===== config.mk =====
export PLATFORM = sky130hd
export DESIGN_NAME = egm_isqrt
export DESIGN_NICKNAME = d
export VERILOG_FILES = /design/src/rtl/core/egm_isqrt.sv
export SDC_FILE = /design/constraint.sdc
export NUM_CORES = 1
export LEC_CHECK = 0
export ABC_AREA = 1
export BUFFER_PORTS_ARGS = -buffer_cell sky130_fd_sc_hd__buf_2
export CORE_MARGIN = 2
export CORE_UTILIZATION = 25
export DETAILED_ROUTE_END_ITERATION = 8
export PLACE_DENSITY_LB_ADDON = 0.25
export SLEW_MARGIN = 20
export SYNTH_ARGS = -nofsm -noshare
export SYNTH_HDL_FRONTEND = slang
export SYNTH_SLANG_ARGS = --single-unit

===== constraint.sdc =====
create_clock -name clk -period 7.02 [get_ports clk]
set_input_delay 1.053 -clock clk [delete_from_list [all_inputs] [get_ports clk]]
set_output_delay 1.053 -clock clk [all_outputs]
set_load 0.005 [all_outputs]

===== src/rtl/core/egm_isqrt.sv =====
`default_nettype none

module egm_isqrt #(
  parameter int unsigned RB = 20,
  localparam int unsigned SB = 2 * RB,
  localparam int unsigned CB = $clog2(RB + 1)
) (
  input  wire logic          clk,
  input  wire logic          rst,
  input  wire logic          start,
  input  wire logic [SB-1:0] radicand,
  output logic               done,
  output logic      [RB-1:0] root
);

  logic [SB-1:0] rem;
  logic [SB-1:0] res;
  logic [SB-1:0] bitv;
  logic [CB-1:0] count;
  logic          busy;
  logic [SB-1:0] trial;

  assign trial = res + bitv;
  assign root  = res[RB-1:0];

  always_ff @(posedge clk) begin
    if (rst) begin
      busy  <= 1'b0;
      done  <= 1'b0;
      count <= '0;
    end else begin
      done <= 1'b0;
      if (start) begin
        busy  <= 1'b1;
        count <= CB'(RB);
      end else if (busy) begin
        count <= count - 1'b1;
        if (count == CB'(1)) begin
          busy <= 1'b0;
          done <= 1'b1;
        end
      end
    end
  end

  always_ff @(posedge clk) begin
    if (start) begin
      rem  <= radicand;
      res  <= '0;
      bitv <= SB'(1) << (SB - 2);
    end else if (busy) begin
      if (rem >= trial) begin
        rem <= rem - trial;
        res <= (res >> 1) + bitv;
      end else begin
        res <= res >> 1;
      end
      bitv <= bitv >> 2;
    end
  end

endmodule

`default_nettype wire


# == After elaboration in Yosys (flattened, before gate mapping) ==
# Cells that the tools add are included.
# totals
input_bits,43
word_cells,29
register_bits,107
out_inout_bits,21
# classes
eq_ne,1
n_mux,10
bitwise,1
n_reduce_logical,5
magnitude_cmp,1
addsub,4
# ops
operator,n
$mux W40,4
$add A39 B39 Y40,1
$add A40 B39 Y40,1
$ge A40 B40 Y1,1
$sub A40 B40 Y40,1
$mux W5,2
$eq A5 B1 Y1 const B,1
$sub A5 B1 Y5 const B,1
$mux W1,4
$reduce_bool A2 Y1,2
$reduce_or A3 Y1,1
$reduce_and A2 Y1,1
$reduce_or A2 Y1,1
$not A1 Y1,1

# == Logic depth before layout (Yosys ltp) ==
# logic_depth
ltp_word,5
ltp_mapped,26
mapped_depth_nobuf,25

# == Worst setup path before layout ==
# Ideal clock, no wire load.
# synth_path
path_type,reg2reg
startpoint,reg res[8]
endpoint,"reg rem[0], enable pin"
synth_period_minus_slack_ns,5.601
required_time_ns,6.558
path_buffers,1
stages_incl_launch_ff,19
slack_ns,1.419
t_arrival_ns,5.140
setup_ns,0.462
cell_sequence,dfxtp_1 > ha_1 > nand2_1 > o21ai_0 > a21oi_1 > o21ai_0 > nand3_1 > nand3_1 > nand2_1 > ha_1 > nand2_1 > nor2_4 > nand2_2 > nor2_4 > nand3_1 > nand2_1 > nor2_4 > buf_2 > a31oi_1
# synth_between
elab_chain_cells,4
# synth_lines
element,line,source
start: declaration,17,logic [SB-1:0] res;
start signal: assignment,54,res <= (res >> 1) + bitv;
start signal: assignment,56,res <= res >> 1;
$add A40 B39 Y40,23,assign trial = res + bitv;
$ge A40 B40 Y1,52,if (rem >= trial) begin
$reduce_bool A2 Y1 (no line),-,
$reduce_and A2 Y1 (no line),-,
end signal: assignment,48,rem <= radicand;
end signal: assignment,53,rem <= rem - trial;
end: declaration,16,logic [SB-1:0] rem;
# No other way between the ends.
# A chain may end at the register's enable or synchronous reset.

# == Worst setup path after layout ==
# layout_path
startpoint,reg res[6]
endpoint,"reg rem[29], enable pin"
# The elaborated chain is that of the path after synthesis.

==> impl_metrics.json <==
{
  "outcome": "finished clean",
  "peakVddDrop_mv": 0.1770,
  "tightest_slew_ns": 0.8674,
  "antennaDiodeCount": 0,
  "async_flop_share": 0,
  "hold_depth": 2,
  "cts-root-buf": "clkbuf_16",
  "clock_latency_ns": 0.40,
  "dpl_cell_area_um2": 12320,
  "drt_wl_total_um": 41870,
  "required_ns": 7.09,
  "hold_start": "count[4]",
  "whs_ns": 0.4708,
  "grt_pass1_vias": 12220,
  "synthCells": 1950,
  "vias": 12320,
  "postRouteAntennaNets": 0,
  "use_met3": 0.01907,
  "synthDistinctLibCells": 42,
  "globalRouteTotalUtil": 0.1776,
  "synth_common_cells": "nand2_1 (683), inv_1 (273), nand3_1 (193), nor2_1 (160), a21oi_1 (95)",
  "initial_core_util": 0.2534,
  "drt_iter0_drc": 859,
  "grt_pass1_wl_um": 65450,
  "antenna_found_initial": 0,
  "avgSynthCellArea_um2": 5.897,
  "leakage_nw": 5.861,
  "synth-seq-cells": 107,
  "yosys_warnings": 0,
  "hold_viol": 0,
  "timing.rr.start": "res[6]",
  "dr.pass1.iters": 6,
  "period_needed_ns": 5.059,
  "viasPerCell": 4.768,
  "setup.worst_path.start": "res[6]",
  "cts_hold_buffers": 0,
  "dp.final_hpwl_um": 34220,
  "area.growth.synth_to_final_pct": 9.695,
  "post_cts.repair.setup_buffers": 0,
  "grt.busiest_layer": "met2",
  "avgRoutedWirePerCell_um": 16.21,
  "relSlewSlack": 0.4181,
  "cts_buffer_depth": 2,
  "ys_seq_area_frac": 0.2211,
  "cp_data_arrival_time_ns": 5.13,
  "cts_resized": 0,
  "num_rows": 78,
  "dieArea_um2": 47720,
  "drv_cap": 0,
  "r2r_cells": 18,
  "clkSlewWorstSetupHoldPaths_ns": 0.09,
  "ys_dominant_reg_cell": "dfxtp_1",
  "final_util": 0.2779,
  "chipWidth_um": 218.5,
  "rsz0062_at_grt": "false",
  "cts_inserted_buffers": 9,
  "drive_above_1_share": 0.06001,
  "nets": 2106,
  "grt_max_degree": 59,
  "drc": 0,
  "numPortBuffers": 63,
  "fin_crit_sh": 0.7207,
  "gp_congestion": 0.9503,
  "tns_ns": 0,
  "grtUsageMet1": 0.2354,
  "start_kind": "register",
  "synth_most_common_cell": "nand2_1",
  "power_density_nw_per_um2": 336.6,
  "synth-edff-count": 40,
  "synth_fp_nets": 2078,
  "synth_area_leaders": "nand2_1 (22%), dfxtp_1 (12%), edfxtp_1 (10%), ha_1 (9.1%), inv_1 (8.9%)",
  "max_clock_freq_mhz": 197.7,
  "core_area_um2": 45380,
  "grt_remaining_overflow": 0,
  "final_max_slew_viol_count": 0,
  "hold_path_class": "reg -> reg",
  "tritoncts": "built",
  "synth_area_leader_cell": "nand2_1",
  "ioPinCount": 64,
  "syn_area_um2": 11500,
  "die_height_um": 218.5,
  "clkSinkCount": 107,
  "met2_usage": 0.2919,
  "htree_levels": 3,
  "critPathMaxFanout": 24,
  "synth_top_area_frac": 0.2230,
  "skew_ns": 0.01686,
  "final_cell_area_um2": 12610,
  "timing_worst_setup_path_type": "reg -> reg",
  "final-setup-viol-count": 0,
  "worst_setup_path_end_kind": "register"
}
## metal layers
metal,vias up,wire length [um]
li1,6337,-
met1,5631,20110
met2,280,18700
met3,69,1548
met4,0,1515
met5,-,0
## cells in the final DEF (no fill, tap or decap), drive strengths merged, types with 10 or more instances in the layout
cell type / count
nand2: 692
inv: 277
nand3: 194
nor2: 169
o21ai: 98
a21oi: 96
ha: 84
buf: 69
dfxtp: 67
edfxtp: 40
xor2: 29
nor3: 26
xnor2: 21
o22ai: 19
nand4: 18
nand3b: 15
o21bai: 15
clkbuf: 11
or2: 10
## worst max-delay path, stage by stage (launching register included)
cell and delay [ns]:
dfxtp_1 0.41, ha_1 0.41, nand2_1 0.11, o21ai_0 0.27, inv_1 0.07, nand2_1 0.18, a21oi_1 0.17, o21ai_0 0.35
xor2_1 0.44, ha_1 0.29, nand2_2 0.10, nor2_2 0.19, nand2_1 0.10, nor2_1 0.09, nand2_1 0.07, nand3_2 0.13
nand2_4 0.21, a31oi_4 0.70, buf_4 0.42
## flip-flops by register name, summed over array words and instances, names as in the netlist
register  count
bitv         20
done          1
busy          1
rem          40
res          40
count         5
## kinds of logic (layout without fill, tap and decap cells)
kind of cell / count (synthesis) / count (layout) / synth area share
compound gates: 250 / 250 / 0.1184
simple gates: 1130 / 1130 / 0.4121
fa+ha+maj: 85 / 85 / 0.09314
xor+xnor: 50 / 50 / 0.03808
flops: 107 / 107 / 0.2211
buf+inv: 328 / 361 / 0.1172
## worst paths after layout
check / endpoint / slack, ns
max: rem[29] / 1.96
min: count[4] / 0.47
max reg2reg: rem[29] / 1.96
min reg2reg: count[4] / 0.47
## layout make-up
class | count | area [um^2]
tap | 600 | 750.7
sequential | 107 | 2542
timing repair buffer | 69 | 360.3
inverter | 276 | 1036
clock inverter | 5 | 41.29
fill | 5200 | 32770
multi-input combinational | 1515 | 7629
clock buffer | 11 | 254.0
## per-stage QoR
stage | std cells | total power [mW] | setup slack [ns]
global placement | 2567 | 3.679 | 1.973
CTS | 2583 | 4.246 | 1.903
global route | 2583 | 4.640 | 1.428
finish | 2583 | 4.246 | 1.961
floorplan | 1950 | 2.995 | 1.419
detailed placement | 2567 | 3.681 | 1.937
## report_power, final
group / internal (mW) / total [mW] / switching (mW) / leakage (nW)
logic: 0.885 / 2.66 / 1.77 / 4.78
clock network: 0.267 / 0.546 / 0.279 / 0.143
registers: 0.870 / 1.04 / 0.170 / 0.941
total: 2.02 / 4.25 / 2.22 / 5.86
Note: power is estimated with default switching activity, not from simulation.
